`config.mk`:
```
export PLATFORM = sky130hd
export DESIGN_NAME = gn3d_fifo
export DESIGN_NICKNAME = d
export VERILOG_FILES = /design/src/rtl/gn3d_pkg.sv /design/src/rtl/gn3d_fifo.sv
export SDC_FILE = /design/constraint.sdc
export NUM_CORES = 1
export LEC_CHECK = 0
export ABC_AREA = 1
export BUFFER_PORTS_ARGS = -buffer_cell sky130_fd_sc_hd__clkbuf_2
export CAP_MARGIN = 20
export CORE_ASPECT_RATIO = 0.8
export CORE_MARGIN = 2
export CORE_UTILIZATION = 52
export CTS_CLUSTER_DIAMETER = 40
export DETAILED_ROUTE_END_ITERATION = 6
export GPL_TIMING_DRIVEN = 0
export PLACE_DENSITY = 0.85
export SKIP_CTS_REPAIR_TIMING = 1
export SLEW_MARGIN = 15
export SYNTH_ARGS = -nofsm -noshare
export SYNTH_HDL_FRONTEND = slang
export SYNTH_SLANG_ARGS = --single-unit
```
`constraint.sdc`:
```
create_clock -name clk -period 2.7 [get_ports clk]
set_input_delay 0.405 -clock clk [delete_from_list [all_inputs] [get_ports clk]]
set_output_delay 0.405 -clock clk [all_outputs]
set_load 0.02 [all_outputs]
```
`src/rtl/gn3d_pkg.sv`:
```
package gn3d_pkg;

  // fixed formats of the fields
  localparam int FRAC_BITS  = 16;
  localparam int TABLE_SIZE = 256;
  localparam int IDX_W      = 8;
  localparam int BYTE_W     = 8;
  localparam int FREQ_W     = 24;
  localparam int POS_W      = 32;
  localparam int NOISE_W    = 19;
  localparam int GRAD_W     = 32;
  localparam int PROD_W     = POS_W + FREQ_W + 1;
  localparam logic [FREQ_W-1:0] FREQ_RESET = 24'd65536;

  // register stages from queue head to the output register
  localparam int PIPE_DEPTH = 11;

  typedef enum logic {
    OP_LOAD = 1'b0,
    OP_EVAL = 1'b1
  } op_t;

  typedef logic signed [31:0] fx_t;

  localparam fx_t ONE = 32'sd1 <<< FRAC_BITS;

  typedef struct packed {
    op_t                     opcode;
    logic [IDX_W-1:0]        table_index;
    logic [BYTE_W-1:0]       table_value;
    logic signed [POS_W-1:0] pos_x;
    logic signed [POS_W-1:0] pos_y;
    logic signed [POS_W-1:0] pos_z;
  } gn3d_in_t;

  typedef struct packed {
    logic signed [NOISE_W-1:0] noise_value;
    logic signed [GRAD_W-1:0]  grad_x;
    logic signed [GRAD_W-1:0]  grad_y;
    logic signed [GRAD_W-1:0]  grad_z;
  } gn3d_out_t;

  // evaluate beat as held in the queue
  typedef struct packed {
    logic signed [POS_W-1:0] pos_x;
    logic signed [POS_W-1:0] pos_y;
    logic signed [POS_W-1:0] pos_z;
  } eval_t;

  // permutation table write, fanned out to every table copy
  typedef struct packed {
    logic              en;
    logic [IDX_W-1:0]  addr;
    logic [BYTE_W-1:0] data;
  } tbl_wr_t;

  // trilinear blend coefficients
  typedef struct packed {
    fx_t a;
    fx_t b;
    fx_t c;
    fx_t d;
    fx_t e;
    fx_t f;
    fx_t g;
    fx_t h;
  } coef_t;

  // fixed-point product, floored back to FRAC_BITS fraction bits
  function automatic logic signed [47:0] mq(input fx_t a, input fx_t b);
    logic signed [63:0] p;
    p = a * b;
    return 48'(p >>> FRAC_BITS);
  endfunction

  // gradient component (-1, 0, +1) of one of the 16 directions
  function automatic logic signed [1:0] grad_axis(input logic [3:0] gi, input logic [1:0] axis);
    logic signed [1:0] gx, gy, gz;
    case (gi)
      4'd0:    begin gx = 2'sb01; gy = 2'sb01; gz = 2'sb00; end
      4'd1:    begin gx = 2'sb11; gy = 2'sb01; gz = 2'sb00; end
      4'd2:    begin gx = 2'sb01; gy = 2'sb11; gz = 2'sb00; end
      4'd3:    begin gx = 2'sb11; gy = 2'sb11; gz = 2'sb00; end
      4'd4:    begin gx = 2'sb01; gy = 2'sb00; gz = 2'sb01; end
      4'd5:    begin gx = 2'sb11; gy = 2'sb00; gz = 2'sb01; end
      4'd6:    begin gx = 2'sb01; gy = 2'sb00; gz = 2'sb11; end
      4'd7:    begin gx = 2'sb11; gy = 2'sb00; gz = 2'sb11; end
      4'd8:    begin gx = 2'sb00; gy = 2'sb01; gz = 2'sb01; end
      4'd9:    begin gx = 2'sb00; gy = 2'sb11; gz = 2'sb01; end
      4'd10:   begin gx = 2'sb00; gy = 2'sb01; gz = 2'sb11; end
      4'd11:   begin gx = 2'sb00; gy = 2'sb11; gz = 2'sb11; end
      4'd12:   begin gx = 2'sb01; gy = 2'sb01; gz = 2'sb00; end
      4'd13:   begin gx = 2'sb11; gy = 2'sb01; gz = 2'sb00; end
      4'd14:   begin gx = 2'sb00; gy = 2'sb11; gz = 2'sb01; end
      default: begin gx = 2'sb00; gy = 2'sb11; gz = 2'sb11; end
    endcase
    case (axis)
      2'd0:    return gx;
      2'd1:    return gy;
      default: return gz;
    endcase
  endfunction

  // multiply by a unit component
  function automatic fx_t sel(input logic signed [1:0] g, input fx_t v);
    if (g == 2'sb01) return v;
    else if (g == 2'sb11) return -v;
    else return '0;
  endfunction

  // corner values to blend coefficients
  function automatic coef_t coefs(input fx_t v0, input fx_t v1, input fx_t v2, input fx_t v3,
                                  input fx_t v4, input fx_t v5, input fx_t v6, input fx_t v7);
    coef_t k;
    k.a = v0;
    k.b = v1 - v0;
    k.c = v2 - v0;
    k.d = v4 - v0;
    k.e = v3 - v2 - v1 + v0;
    k.f = v5 - v4 - v1 + v0;
    k.g = v6 - v4 - v2 + v0;
    k.h = v7 - v6 - v5 + v4 - v3 + v2 + v1 - v0;
    return k;
  endfunction

endpackage

```
`src/rtl/gn3d_fifo.sv`:
```
module gn3d_fifo #(
  parameter int DEPTH = 4
) (
  input  logic           clk,
  input  logic           rst,
  input  logic           push,
  input  gn3d_pkg::eval_t push_data,
  input  logic           pop,
  output gn3d_pkg::eval_t pop_data,
  output logic           full,
  output logic           empty
);
  import gn3d_pkg::*;

  localparam int PW = (DEPTH > 1) ? $clog2(DEPTH) : 1;
  localparam int CW = $clog2(DEPTH + 1);

  eval_t           slots [DEPTH];
  logic [PW-1:0]   wptr;
  logic [PW-1:0]   rptr;
  logic [CW-1:0]   count;

  assign full     = (count == CW'(DEPTH));
  assign empty    = (count == '0);
  assign pop_data = slots[rptr];

  // pointers and fill level
  always_ff @(posedge clk) begin
    if (rst) begin
      wptr  <= '0;
      rptr  <= '0;
      count <= '0;
    end else begin
      if (push) begin
        wptr <= (wptr == PW'(DEPTH - 1)) ? '0 : wptr + 1'b1;
      end
      if (pop) begin
        rptr <= (rptr == PW'(DEPTH - 1)) ? '0 : rptr + 1'b1;
      end
      count <= count + CW'(push) - CW'(pop);
    end
  end

  always_ff @(posedge clk) begin
    if (push) begin
      slots[wptr] <= push_data;
    end
  end

endmodule

```
# After elaboration in Yosys (flattened, before gate mapping)
# Memory sizes are Yosys's and may differ from the RTL's. A register that Yosys moved wholly into a read port is not among the register bits.
# Index checks and enable logic that the tools add are counted.
# word_totals
regBits	7
mem_bits_rw	384
inputBits	100
output_inout_bits	98
word_cells	18
mem_count	1
# op_classes
n_addsub	4
eq_ne	3
muxes	6
reduce_logical	1
# mem_list
name	words	word_bits	read_ports	rd_ports_with_merged_regs	wr	line_no	source
slots	4	96	1	1	1	gn3d_fifo.sv:18	eval_t slots [DEPTH];
# op_table
op	n
2-bit two-way mux	4
2-bit by 1-bit adder with 2-bit output, second input constant	2
2-bit == test, second input constant	2
3-bit by 1-bit adder with 3-bit output	1
3-bit == test, second input constant	1
3-bit logical NOT	1
3-bit by 1-bit subtractor with 3-bit output	1
1-bit two-way mux	2

# Logic depth before layout (Yosys ltp)
# logic_depth
ltp_word	4
depth_mapped	8
mapped_depth_nobuf	8

# Least setup slack after synthesis
# No wires, ideal clock.
# synth_timing
kind	input-to-reg
startpoint	input port push
endpoint	memory slots[3][0] (netlist name) (enable)
setup_ns	0.450
t_arrival_ns	2.479
required_time_ns	2.250
path_slack_ns	-0.229
path_stages	3
cell_sequence	buf_2 > nand2_1 > inv_1
# synth_between
elab_chain_cells	2
# synth_rtl
item	line_no	source
from (decl)	gn3d_fifo.sv:6	input logic push,
1-bit two-way mux	gn3d_fifo.sv:45	if (push) begin
1-bit two-way mux (implied by the code)	gn3d_fifo.sv:46	slots[wptr] <= push_data;
to (decl)	gn3d_fifo.sv:18	
# Every way passes these cells.

==> impl_results.md <==
* Outcome: complete, no violations
* Number of vias per cell at 5.319
* Placeable Area at 29430 µm²
* RSZ-0062 raised after global routing: false
* Net switching power at about 3.7 mW
* Hold path startpoint: push_data[4]
* Finished layout cell area at between 15000 and 20000 µm²
* Die X-Extent at approximately 200 µm
* Placement Rows at 56
* Power Internal at approximately 11 mW
* Total vias in the final route at around 10000
* Number of synthesized register bits at slightly below 400
* Port Buffers at a little under 200
* Setup violations, final at 0
* Hold slack at around 70 ps
* Slowest CP cell: buf_2
* Area growth, synth to finish at 19.89%
* Pwr per Cell Area at roughly 770 nW/µm²
* R2r endpoint: slots[3][65]
* Worst VDD drop at between 600 and 700 µV
* CTS tree: built
* Sequential share of the synthesized area at 0.7517
* Seq pwr share at 0.490
* Slew Viols, Final at 0
* Worst reg-to-reg path cell count at 5
* Slowest stage delay, CP at between 300 and 400 ps
* GRT Util Overall at 0.2268
* Initial antenna violation count at 0
* Non-Filler Instances at roughly 1800
* Hold depth at 1
* Crit. End Element: output port
* Leakage at about 7.5 nW
* Clk pin slew, worst setup/hold paths at roughly 60 ps
* Total routed wirelength at ~36000 µm
* HP Class: input port to register
* GP Congestion at around 0.75
* Clock network fraction of total power at 0.388
* Antenna viol nets, final at 0
* Least-Margin Pin Slew at between 500 and 600 ps
* Grt total ovfl at 0
* Die height at roughly 160 µm
* DPL Wire Length at ~23000 µm
* Placed instance area at around 17000 µm²
* Design Power at roughly 14 mW
* Starting Density at 0.5294
* Num CTS Buffers at 43
* CP cell instances: buf_2 > buf_2 > a21oi_1 > o21ai_1 > nand2_1 > clkbuf_2
* Combinational share of power at 0.122
* Filler cells at roughly 2100
* Worst-skew pair later-pin latency at about 540 ps
* Hold Fails Final Rpt at 0
* Sw frac at 0.2534
* Inst Count DP at 1765
* Max FO, Critical Path at 10
* Worst Setup EP: pop_data[70]
* Peak Freq at ~0.41 GHz
* Global-route wire length before repair at roughly 54000 µm
* Crit-path most repeated cell: buf_2
* Fin Setup TNS at 0 ps
* Worst relative slew slack at 0.6102
* Reg2reg setup slack at just under 700 ps
* Fin util at 0.6347
* Syn_area_per_cell at about 13 µm²
* Share of cells above drive strength 1 at 0.2357
* Total Nets Final at 1541
* Number of global-route vias before repair at ~9800
* Reg2reg start: wptr[0]
* Syn_nets at 1287
* Crit start category: register
* Post-Synthesis Cells at around 1200
* Wirelength per Cell at approximately 19 µm
* Clock buffer depth at 3
* Root buf cell: clkbuf_16
* DRT Pass-1 Iters at 6
* Post-synthesis cell type count at 19
* Pin count of the biggest net entering global routing at 33
* Max-cap violations at 0
* DR iter-0 viols at 697
* Pre-CTS setup slack at approximately 550 ps
* Die Footprint at about 31000 µm²
* Kind of critical path: register to output port
* Clock Sinks at about 390
* H-tree lvl count at 2
* Critical path arrival at between 2000 and 2500 ps
* Synth Warn # at 0
* Req. time, crit path at roughly 2300 ps
* Drt drc at 0
* IO Pins at roughly 200
* Syn Std Cell Area at roughly 16000 µm²
* Minimum clock period at ~2400 ps
* Final WS setup at around 250 ps
* Clock skew at between 15 and 20 ps
* Period utilisation layout at 0.9063
placed cells by master (no fill, tap or decap), types with 5 or more instances in the layout:
| cell type | count |
|---|---|
| buf_12 | 12 |
| nand2_1 | 201 |
| o211ai_1 | 96 |
| edfxtp_1 | 384 |
| clkinvlp_4 | 10 |
| clkinv_1 | 5 |
| o21ai_1 | 82 |
| clkbuf_2 | 199 |
| clkbuf_1 | 7 |
| nor2_1 | 9 |
| a21oi_1 | 99 |
| clkbuf_16 | 44 |
| ha_1 | 7 |
| buf_2 | 34 |
| inv_1 | 203 |
| dfxtp_1 | 9 |
| buf_4 | 8 |
| o21ai_0 | 15 |
| clkinv_2 | 8 |
| buf_6 | 20 |
flip-flops by register name, indices dropped and copies added, names as in the netlist, named ones only:
signal / cells
slots: 384
count: 3
rptr: 2
wptr: 2
routing by layer:
metal  track usage  vias up  share of wire
met2        0.3782      402           0.49
met1        0.2992     4718           0.41
met4       0.07450        0          0.024
met3       0.04630       64          0.076
met5             0        -              0
li1              -     4634              -
synthesized netlist by cell type:
| cell | count | area, µm² |
|---|---|---|
| fa_1 | 1 | 20.02 |
| clkbuf_1 | 1 | 3.750 |
| o21ai_1 | 82 | 410.4 |
| edfxtp_1 | 384 | 11530 |
| inv_1 | 207 | 777.0 |
| buf_6 | 20 | 225.2 |
| buf_2 | 34 | 170.2 |
| nand3_1 | 1 | 5.000 |
| nand2_1 | 201 | 754.5 |
| ha_1 | 7 | 87.58 |
| nor3_1 | 2 | 10.01 |
| o211ai_1 | 96 | 720.7 |
| nor2_1 | 9 | 33.78 |
| buf_4 | 8 | 60.06 |
| o21ai_0 | 15 | 75.07 |
| xnor2_1 | 1 | 8.760 |
| dfxtp_1 | 9 | 180.2 |
| clkbuf_2 | 2 | 10.01 |
| a21oi_1 | 99 | 495.5 |
cell families (layout without fill, tap and decap cells):
kind of cell	after synthesis	after routing	synth area share
and+or+nand+nor	213	213	0.05156
DFF	393	393	0.7517
xor gates and xnor gates	1	1	0.0005623
other	0	1	0
adders and majority gates	8	8	0.006907
buffers and inverters	272	561	0.07999
AOI/OAI and AO/OA	292	292	0.1092
final cells by class:
class | count | area, µm² | area share
tap | 377 | 471.7 | 0.02525
timing repair buffer | 209 | 1226 | 0.06565
multi-input combinational | 514 | 2621 | 0.1403
clock buffer | 50 | 1124 | 0.06016
antenna | 1 | 2.502 | 0.0001340
inverter | 207 | 792.0 | 0.04240
buffer | 65 | 469.2 | 0.02512
clock inverter | 30 | 260.3 | 0.01393
sequential | 393 | 11710 | 0.6270
power by group through the flow:
stage | clock [mW] | combinational (mW) | sequential, mW
after CTS | 5.69 | 1.78 | 7.08
after detailed placement | 0 | 1.76 | 7.21
final | 5.60 | 1.77 | 7.08
after global routing | 5.94 | 1.91 | 7.10
after global placement | 0 | 1.67 | 7.22
after floorplan | 0 | 1.04 | 7.20
worst min path at each step:
stage | endpoint | slack [ps]
global route | slots[3][4] | 50
global placement | rptr[0] | 510
detailed placement | rptr[0] | 520
CTS | slots[3][4] | 40
floorplan | register | 470
finish | slots[3][4] | 70
critical path, delay by kind of cell (launching register included):
family | cells | cell delay (ps)
AOI/OAI and AO/OA | 2 | 140
DFF | 1 | 340
buffers and inverters | 3 | 890
and+or+nand+nor | 1 | 120
Note: power is estimated with default switching activity, not from simulation.
