File: src/rtl/gn3d_pkg.sv
package gn3d_pkg;

  // fixed formats of the fields
  localparam int FRAC_BITS  = 16;
  localparam int TABLE_SIZE = 256;
  localparam int IDX_W      = 8;
  localparam int BYTE_W     = 8;
  localparam int FREQ_W     = 24;
  localparam int POS_W      = 32;
  localparam int NOISE_W    = 19;
  localparam int GRAD_W     = 32;
  localparam int PROD_W     = POS_W + FREQ_W + 1;
  localparam logic [FREQ_W-1:0] FREQ_RESET = 24'd65536;

  // register stages from queue head to the output register
  localparam int PIPE_DEPTH = 11;

  typedef enum logic {
    OP_LOAD = 1'b0,
    OP_EVAL = 1'b1
  } op_t;

  typedef logic signed [31:0] fx_t;

  localparam fx_t ONE = 32'sd1 <<< FRAC_BITS;

  typedef struct packed {
    op_t                     opcode;
    logic [IDX_W-1:0]        table_index;
    logic [BYTE_W-1:0]       table_value;
    logic signed [POS_W-1:0] pos_x;
    logic signed [POS_W-1:0] pos_y;
    logic signed [POS_W-1:0] pos_z;
  } gn3d_in_t;

  typedef struct packed {
    logic signed [NOISE_W-1:0] noise_value;
    logic signed [GRAD_W-1:0]  grad_x;
    logic signed [GRAD_W-1:0]  grad_y;
    logic signed [GRAD_W-1:0]  grad_z;
  } gn3d_out_t;

  // evaluate beat as held in the queue
  typedef struct packed {
    logic signed [POS_W-1:0] pos_x;
    logic signed [POS_W-1:0] pos_y;
    logic signed [POS_W-1:0] pos_z;
  } eval_t;

  // permutation table write, fanned out to every table copy
  typedef struct packed {
    logic              en;
    logic [IDX_W-1:0]  addr;
    logic [BYTE_W-1:0] data;
  } tbl_wr_t;

  // trilinear blend coefficients
  typedef struct packed {
    fx_t a;
    fx_t b;
    fx_t c;
    fx_t d;
    fx_t e;
    fx_t f;
    fx_t g;
    fx_t h;
  } coef_t;

  // fixed-point product, floored back to FRAC_BITS fraction bits
  function automatic logic signed [47:0] mq(input fx_t a, input fx_t b);
    logic signed [63:0] p;
    p = a * b;
    return 48'(p >>> FRAC_BITS);
  endfunction

  // gradient component (-1, 0, +1) of one of the 16 directions
  function automatic logic signed [1:0] grad_axis(input logic [3:0] gi, input logic [1:0] axis);
    logic signed [1:0] gx, gy, gz;
    case (gi)
      4'd0:    begin gx = 2'sb01; gy = 2'sb01; gz = 2'sb00; end
      4'd1:    begin gx = 2'sb11; gy = 2'sb01; gz = 2'sb00; end
      4'd2:    begin gx = 2'sb01; gy = 2'sb11; gz = 2'sb00; end
      4'd3:    begin gx = 2'sb11; gy = 2'sb11; gz = 2'sb00; end
      4'd4:    begin gx = 2'sb01; gy = 2'sb00; gz = 2'sb01; end
      4'd5:    begin gx = 2'sb11; gy = 2'sb00; gz = 2'sb01; end
      4'd6:    begin gx = 2'sb01; gy = 2'sb00; gz = 2'sb11; end
      4'd7:    begin gx = 2'sb11; gy = 2'sb00; gz = 2'sb11; end
      4'd8:    begin gx = 2'sb00; gy = 2'sb01; gz = 2'sb01; end
      4'd9:    begin gx = 2'sb00; gy = 2'sb11; gz = 2'sb01; end
      4'd10:   begin gx = 2'sb00; gy = 2'sb01; gz = 2'sb11; end
      4'd11:   begin gx = 2'sb00; gy = 2'sb11; gz = 2'sb11; end
      4'd12:   begin gx = 2'sb01; gy = 2'sb01; gz = 2'sb00; end
      4'd13:   begin gx = 2'sb11; gy = 2'sb01; gz = 2'sb00; end
      4'd14:   begin gx = 2'sb00; gy = 2'sb11; gz = 2'sb01; end
      default: begin gx = 2'sb00; gy = 2'sb11; gz = 2'sb11; end
    endcase
    case (axis)
      2'd0:    return gx;
      2'd1:    return gy;
      default: return gz;
    endcase
  endfunction

  // multiply by a unit component
  function automatic fx_t sel(input logic signed [1:0] g, input fx_t v);
    if (g == 2'sb01) return v;
    else if (g == 2'sb11) return -v;
    else return '0;
  endfunction

  // corner values to blend coefficients
  function automatic coef_t coefs(input fx_t v0, input fx_t v1, input fx_t v2, input fx_t v3,
                                  input fx_t v4, input fx_t v5, input fx_t v6, input fx_t v7);
    coef_t k;
    k.a = v0;
    k.b = v1 - v0;
    k.c = v2 - v0;
    k.d = v4 - v0;
    k.e = v3 - v2 - v1 + v0;
    k.f = v5 - v4 - v1 + v0;
    k.g = v6 - v4 - v2 + v0;
    k.h = v7 - v6 - v5 + v4 - v3 + v2 + v1 - v0;
    return k;
  endfunction

endpackage

File: src/rtl/gn3d_front.sv
module gn3d_front #(
  parameter int QUEUE_DEPTH = 4
) (
  input  logic              clk,
  input  logic              rst,
  input  logic              in_valid,
  output logic              in_stall,
  input  gn3d_pkg::gn3d_in_t in_data,
  input  logic              q_full,
  output logic              push,
  output gn3d_pkg::eval_t   push_data,
  output gn3d_pkg::tbl_wr_t tbl_wr,
  input  logic              res_done
);
  import gn3d_pkg::*;

  localparam int PEND_W = $clog2(QUEUE_DEPTH + PIPE_DEPTH + 1);

  // evaluations accepted whose results are not yet delivered
  logic [PEND_W-1:0] pend;
  logic [PEND_W-1:0] pend_next;
  logic              fire;

  // a load waits until no evaluation is in flight, so it never overtakes a read
  assign in_stall = (in_data.opcode == OP_EVAL) ? q_full : (pend != '0);
  assign fire     = in_valid & ~in_stall;

  assign push            = fire & (in_data.opcode == OP_EVAL);
  assign push_data.pos_x = in_data.pos_x;
  assign push_data.pos_y = in_data.pos_y;
  assign push_data.pos_z = in_data.pos_z;

  assign tbl_wr.en   = fire & (in_data.opcode == OP_LOAD);
  assign tbl_wr.addr = in_data.table_index;
  assign tbl_wr.data = in_data.table_value;

  assign pend_next = pend + PEND_W'(push) - PEND_W'(res_done);

  always_ff @(posedge clk) begin
    if (rst) begin
      pend <= '0;
    end else begin
      pend <= pend_next;
    end
  end

endmodule

File: config.mk
export PLATFORM = sky130hd
export DESIGN_NAME = gn3d_front
export DESIGN_NICKNAME = d
export VERILOG_FILES = /design/src/rtl/gn3d_pkg.sv /design/src/rtl/gn3d_front.sv
export SDC_FILE = /design/constraint.sdc
export NUM_CORES = 1
export LEC_CHECK = 0
export BUFFER_PORTS_ARGS = -buffer_cell sky130_fd_sc_hd__clkbuf_2
export CAP_MARGIN = 20
export CELL_PAD_IN_SITES_DETAIL_PLACEMENT = 0
export CELL_PAD_IN_SITES_GLOBAL_PLACEMENT = 2
export CORE_ASPECT_RATIO = 0.8
export CORE_MARGIN = 1.5
export CORE_UTILIZATION = 10
export DETAILED_ROUTE_END_ITERATION = 10
export PLACE_DENSITY = 0.95
export SETUP_SLACK_MARGIN = 0.3
export SYNTH_ARGS = -nofsm -noshare
export SYNTH_HDL_FRONTEND = slang
export SYNTH_SLANG_ARGS = --single-unit
File: constraint.sdc
create_clock -name clk -period 2 [get_ports clk]
set_clock_uncertainty 0.05 [all_clocks]
set_input_delay 0.3 -clock clk [delete_from_list [all_inputs] [get_ports clk]]
set_output_delay 0.3 -clock clk [all_outputs]
set_load 0.1 [all_outputs]
# Yosys cells after proc, flatten, opt, wreduce, memory -nomap -nowiden
# Cells that the tools add are included.
# word_totals
ff_bits	4
wordCells	10
# classes
addsub	2
muxes	1
n_bitwise	5
n_reduce_logical	1
# ops
operator	n
adder 4 x 1 -> 4 bit	1
nonzero test 4 bit	1
subtractor 4 x 1 -> 4 bit	1
AND 1 bit	3
NOT 1 bit	2
two-way mux 1 bit	1

# Longest topological paths before layout
# Gate-level depths: netlist of run 1.
# logic_depth
depth_word	7
mapped_depth	8
depth_no_buf	8

# Worst setup path after synthesis of run 1
# Ideal clock, no wire load.
# synth_path
kind	reg-to-output
start	register pend[2]
end	output port in_stall
t_arrival_ns	2.128
t_required_ns	1.650
setup_slack_ns	-0.478
path_stages_with_launch	5
path_cell_list	dfxtp_1 > inv_1 > ha_1 > nor4b_2 > a21oi_1
# synth_via
elab_chain_len	2
# synth_rtl
item	line_no	text
start, declared	gn3d_front.sv:20	logic [PEND_W-1:0] pend;
start signal, assigned	gn3d_front.sv:43	pend <= pend_next;
nonzero test 4 bit	gn3d_front.sv:25	assign in_stall = (in_data.opcode == OP_EVAL) ? q_full : (pend != '0);
two-way mux 1 bit	gn3d_front.sv:25	
end, declared	gn3d_front.sv:7	output logic in_stall,
# No other way between the ends.

==> metrics, run 1 <==
Routed wire per std cell 7.36 um; Synth cell types 16; num ports around 230; maximum vdd ir drop about 0.37 mV; Post-DP HPWL ~1.1 mm; Top Registers pend: 4 flops; initial antenna violation count 0; Clock transition at path regs 0.03 ns; number of H-tree levels 1; Hold Crit Class primary input to flop; pwr/cell area approximately 1100 nW/um^2; clock sinks 4; Max transition margin between 60% and 70%; largest net degree at the start of global routing 6; DR DRC count 0; DR iter-0 viols 4; RSZ-0062 raised after global routing true; CTS tree yes; Final Hold Viols 0; Hold-fix buffers, CTS 0; Die Width 122 um; count of antenna-violating nets left after detailed routing 0; Slew Viols, Final 0; total power between 0.0007 and 0.0008 W; Mapped Area 1130 um^2; CTS Buf Count 3; total gr overflow 0; Final min period around 1.6 ns; commonest non-fill, non-tap cell in the layout clkbuf_2; post-synthesis sequential area ratio 7.11%; Critical Path RT 1.65 ns; Cells after Synth approximately 140; Final period util between 80% and 90%; number of flip-flops in the largest register 4; vias in the first global route slightly below 400; Synth-to-Final Area Change -41.0%; Worst Path Arrival 1.29 ns; f_max about 600 MHz; n_diodes 0; crit path capture tbl_wr[16]; RR Startpoint pend[0]; reg2reg end pend[2]; routed vias/inst around 1.8; Port Buf Inserts 8; Starting Density around 10%; Total GRT Usage 2.26%; Setup crit end kind output port; Top reg by flops pend; fraction of final layout cells sized beyond drive strength 1 a little under three fifths; vias about 350; global-route wire length before repair between 1.5 and 2 mm; clock tree buffer depth 2; final setup fails 0; leakage around 0.22 nW; fin util 6.08%; Least-Margin Pin Slew roughly 0.54 ns; Root Driver clkbuf_16; number of synthesis warnings 0; Worst-Skew Late Latency about 0.22 ns; setup TNS 0 ns; worst setup path class flop to output port; final setup margin around 0.36 ns; R2R depth 8; row count 34; First-pass DRT Iterations 4; pre-CTS WS between 0.3 and 0.4 ns; #FFs+latches synth 4; Min Hold Slack around 0.25 ns; RePlAce Congestion 0.628; CP max FO 2; area of the die between 10000 and 15000 um^2; status finished clean; syn_nets between 200 and 300; DRT Wirelength approximately 1.4 mm; worst reg2reg setup slack around 0.42 ns; Max Cap Violations 0; fill count approximately 1.3k; die height slightly below 100 um; most frequent cells in the layout clkbuf_2 (6), inv_1 (5); final net count 170; CP Launch Point pend[2]; core box area 10900 um^2; synthesized area per cell between 7 and 8 um^2; startpoint types flop
## power by group
part           total, W  switching [W]  leakage, nW  internal [W]
Clock          0.000308      0.0000524       0.0370      0.000255
Sequential     0.000123      0.0000169       0.0336      0.000106
Combinational  0.000318       0.000173        0.152      0.000145
Total          0.000749       0.000243        0.222      0.000507
## per-layer routing
metal	up-vias	track usage, %	part of all wire, %
met5	-	2.50	3.2
met4	2	1.99	2.2
met3	10	3.86	32
met2	45	2.35	37
met1	161	1.33	25
li1	127	-	-
## critical path, stage by stage, from the launching register on
cell	delay, ns
dfxtp_1	0.29
inv_2	0.07
ha_4	0.12
nor4b_4	0.22
and2_4	0.20
buf_12	0.16
## area by class of cell
class,instances,area [um^2],area share [%]
sequential,4,81.3,12.2
clock buffer,3,75.1,11.3
timing repair buffer,9,65.1,9.79
tap,144,180,27.1
inverter,8,30.0,4.52
multi-input combinational,20,233,35.0
## per-stage QoR
step                instances  cell area [um^2]
floorplan                 144              1150
global placement          184               546
detailed placement        184               546
CTS                       187               633
global route              188               664
finish                    188               664
## logic make-up after synthesis
logic type / synth area share, %
buffers and inverters: 77.3
AO/OA/AOI/OAI: 2.44
adder cells (fa/ha/maj): 7.33
AND/OR/NAND/NOR: 5.00
flip-flops: 7.11
XOR/XNOR: 0.778
## how the worst min path moves through the flow
stage	cells after the start	endpoint	startpoint
after floorplan	1	pend[1]	rst
after global placement	2	pend[1]	rst
after detailed placement	2	pend[1]	rst
after CTS	2	pend[1]	rst
after global routing	2	pend[0]	rst
final	2	pend[0]	rst
## cells in the mapped netlist (all sizes together)
cell | instances | area (um^2)
xor2 | 1 | 8.76
nand2b | 1 | 6.26
nor4b | 1 | 15.0
fa | 1 | 20.0
nor2 | 3 | 11.3
a21oi | 3 | 18.8
a31o | 1 | 8.76
ha | 5 | 62.6
inv | 8 | 30.0
and2 | 1 | 6.26
buf | 112 | 841
dfxtp | 4 | 80.1
nand3 | 1 | 5.00
nor2b | 1 | 6.26
and3 | 1 | 6.26
## repair_timing
item,4_1_cts,5_1_grt
gates resized for setup,4,5
pin swaps,2,1
endpoints found under the setup margin,2,3
setup buffers,0,1
hold endpoints to repair,0,0
(Power assumes the default switching activity.)
==> inputs of run 2 (changes only) <==
==> constraint.sdc (replaced) <==
create_clock -name clk -period 1.65 [get_ports clk]
set_clock_uncertainty 0.05 [all_clocks]
set_input_delay 0.2475 -clock clk [delete_from_list [all_inputs] [get_ports clk]]
set_output_delay 0.2475 -clock clk [all_outputs]
set_load 0.1 [all_outputs]
==> run 2 against run 1 <==
Net effect: register-to-register slack lost 0.28 ns; worst setup slack worse by 0.31 ns; highest routed layer is now met4; via count up 6.7%; combinational power increased by 53%; cell count is 2.1% higher; sequential share of layout area shrank 1.2 points; utilization up 0.97 points; power is 36% higher.
==> metrics, run 2 (synthesis results as in run 1) <==
CP max FO 2 (unchanged); Post-DP HPWL 990 um (-13%); largest net degree at the start of global routing 6 (unchanged); num ports 233 (unchanged); number of flip-flops in the largest register 4 (unchanged); worst reg2reg setup slack 0.14 ns (-0.28 ns); CTS tree yes; Max transition margin 86.2% (+22 points); RR Startpoint pend[0]; count of antenna-violating nets left after detailed routing 0 (unchanged); Final Hold Viols 0 (unchanged); core box area 10900 um^2 (unchanged); First-pass DRT Iterations 4 (unchanged); final setup margin 0.0520 ns (-0.313 ns); CP Launch Point pend[2]; Worst Path Arrival 1.30 ns (about the same); fill count 1247 (-2.0%); leakage 0.255 nW (+15%); vias 368 (+6.7%); status finished clean; final net count 174 (+2.4%); setup TNS 0 ns (unchanged); Total GRT Usage 2.29% (+0.025 points); n_diodes 0 (unchanged); clock sinks 4 (unchanged); Least-Margin Pin Slew 0.205 ns (-0.339 ns); RSZ-0062 raised after global routing true; startpoint types flop; pwr/cell area 1320 nW/um^2 (+17%); Synth-to-Final Area Change -31.6%; RePlAce Congestion 0.668 (+6.2%); vias in the first global route 397 (+0.51%); Final period util 96.9%; die height 97.9 um (unchanged); CP Cell Sequence inv_2 > ha_4 > nor4b_4 > buf_4 > a21oi_4 > buf_12; Slew Viols, Final 0 (unchanged); Starting Density 10.3% (unchanged); number of H-tree levels 1 (unchanged); fraction of final layout cells sized beyond drive strength 1 81.3% (+24 points); CP max stage cell dfxtp_2; Final min period ~1.6 ns; pre-CTS WS 0.00100 ns (-0.320 ns); maximum vdd ir drop 0.269 mV (-27%); DRT Wirelength 1.35 mm (-2.2%); Root Driver clkbuf_16; Hold Crit Class primary input to flop; R2R depth 7 (-1); initial antenna violation count 0 (unchanged); DR iter-0 viols 5 (+1); Min Hold Slack 0.194 ns (-0.0517 ns); Max Cap Violations 0 (unchanged); CTS Buf Count 3 (unchanged); row count 34 (unchanged); area of the die 11900 um^2 (unchanged); CP peak stage delay 0.31 ns (+0.02 ns); design area 771 um^2 (+16%); total gr overflow 0 (unchanged); worst setup path class flop to output port; global-route wire length before repair 1.90 mm (-3.2%); routed vias/inst 1.92 (+4.4%); Worst-Skew Late Latency 0.22 ns (about the same); worst hold stages 2 (unchanged); Top reg by flops pend; Port Buf Inserts 8 (unchanged); DR DRC count 0 (unchanged); most frequent cells in the layout inv_2 (5), clkbuf_2 (5), dfxtp_2 (4), buf_4 (4); Die Width 122 um (unchanged); Routed wire per std cell 7.05 um (-4.3%); reg2reg end pend[1]; Clock transition at path regs 0.03 ns (about the same); f_max roughly 630 MHz; final setup fails 0 (unchanged); Placed Area 597 um^2 (+9.4%); Critical Path RT 1.35 ns (-0.30 ns); crit path capture in_stall; Top Registers pend: 4 flops; Setup crit end kind output port; clock tree buffer depth 2 (unchanged)
[run 2: cell count changes in the layout (fill, tap and decap cells not counted), moves of 2 or more]
cell	change
dfxtp_1	-3
dfxtp_2	+3
inv_1	-3
buf_12	+2
buf_4	+2
inv_2	+2
[run 2: through the flow]
step | util (%) | total power [W] | std cells
after floorplan | - | 0.00169 | 144
after global placement | 5.46 | 0.000493 | 184
after detailed placement | 5.46 | 0.000505 | 184
after CTS | 6.88 | 0.000984 | 191
after global routing | 7.05 | 0.00107 | 192
final | 7.05 | 0.00102 | 192
[run 2: worst max-delay path: cells and delay by family (launching register included)]
kind	cells	cell delay [ns]
flops	1	0.31
buf+inv	3	0.38
compound gates	1	0.13
fa+ha+maj	1	0.14
simple gates	1	0.12
[run 2: what timing repair did]
| item | 4_1_cts | 5_1_grt |
|---|---|---|
| resized for setup | 14 | 3 |
| setup endpoints to repair | 5 | 5 |
| hold buffers | 0 | 0 |
| pin swaps | 4 | 1 |
| buffers inserted | 4 | 1 |
[run 2: worst min-delay path by stage]
stage	from	to	slack (ns)
after global routing	rst	pend[2]	0.21
after floorplan	rst	pend[0]	0.27
after detailed placement	rst	pend[2]	0.44
after global placement	rst	pend[1]	0.43
final	rst	pend[1]	0.19
after CTS	rst	pend[2]	0.20
[run 2: power breakdown]
| part | internal [W] | switching, W | leakage [nW] |
|---|---|---|---|
| registers | 0.000135 | 0.0000210 | 0.0344 |
| logic | 0.000237 | 0.000248 | 0.183 |
| clock network | 0.000309 | 0.0000654 | 0.0370 |
[run 2: metal layers]
layer  global-route usage (%)  part of all wire (%)
met1                     1.40                    25
met2                     2.09                    38
met3                     4.15                    33
met4                     2.62                   4.4
met5                        0                     0
[run 2: cell type report]
type                    count  area [um^2]  area share [%]
clock buffers               3         75.1            9.74
inverters                   8         42.5            5.52
multi-input cells          20          262            33.9
flip-flops and latches      4         85.1            11.0
well taps                 144          180            23.4
repair buffers             13          126            16.4
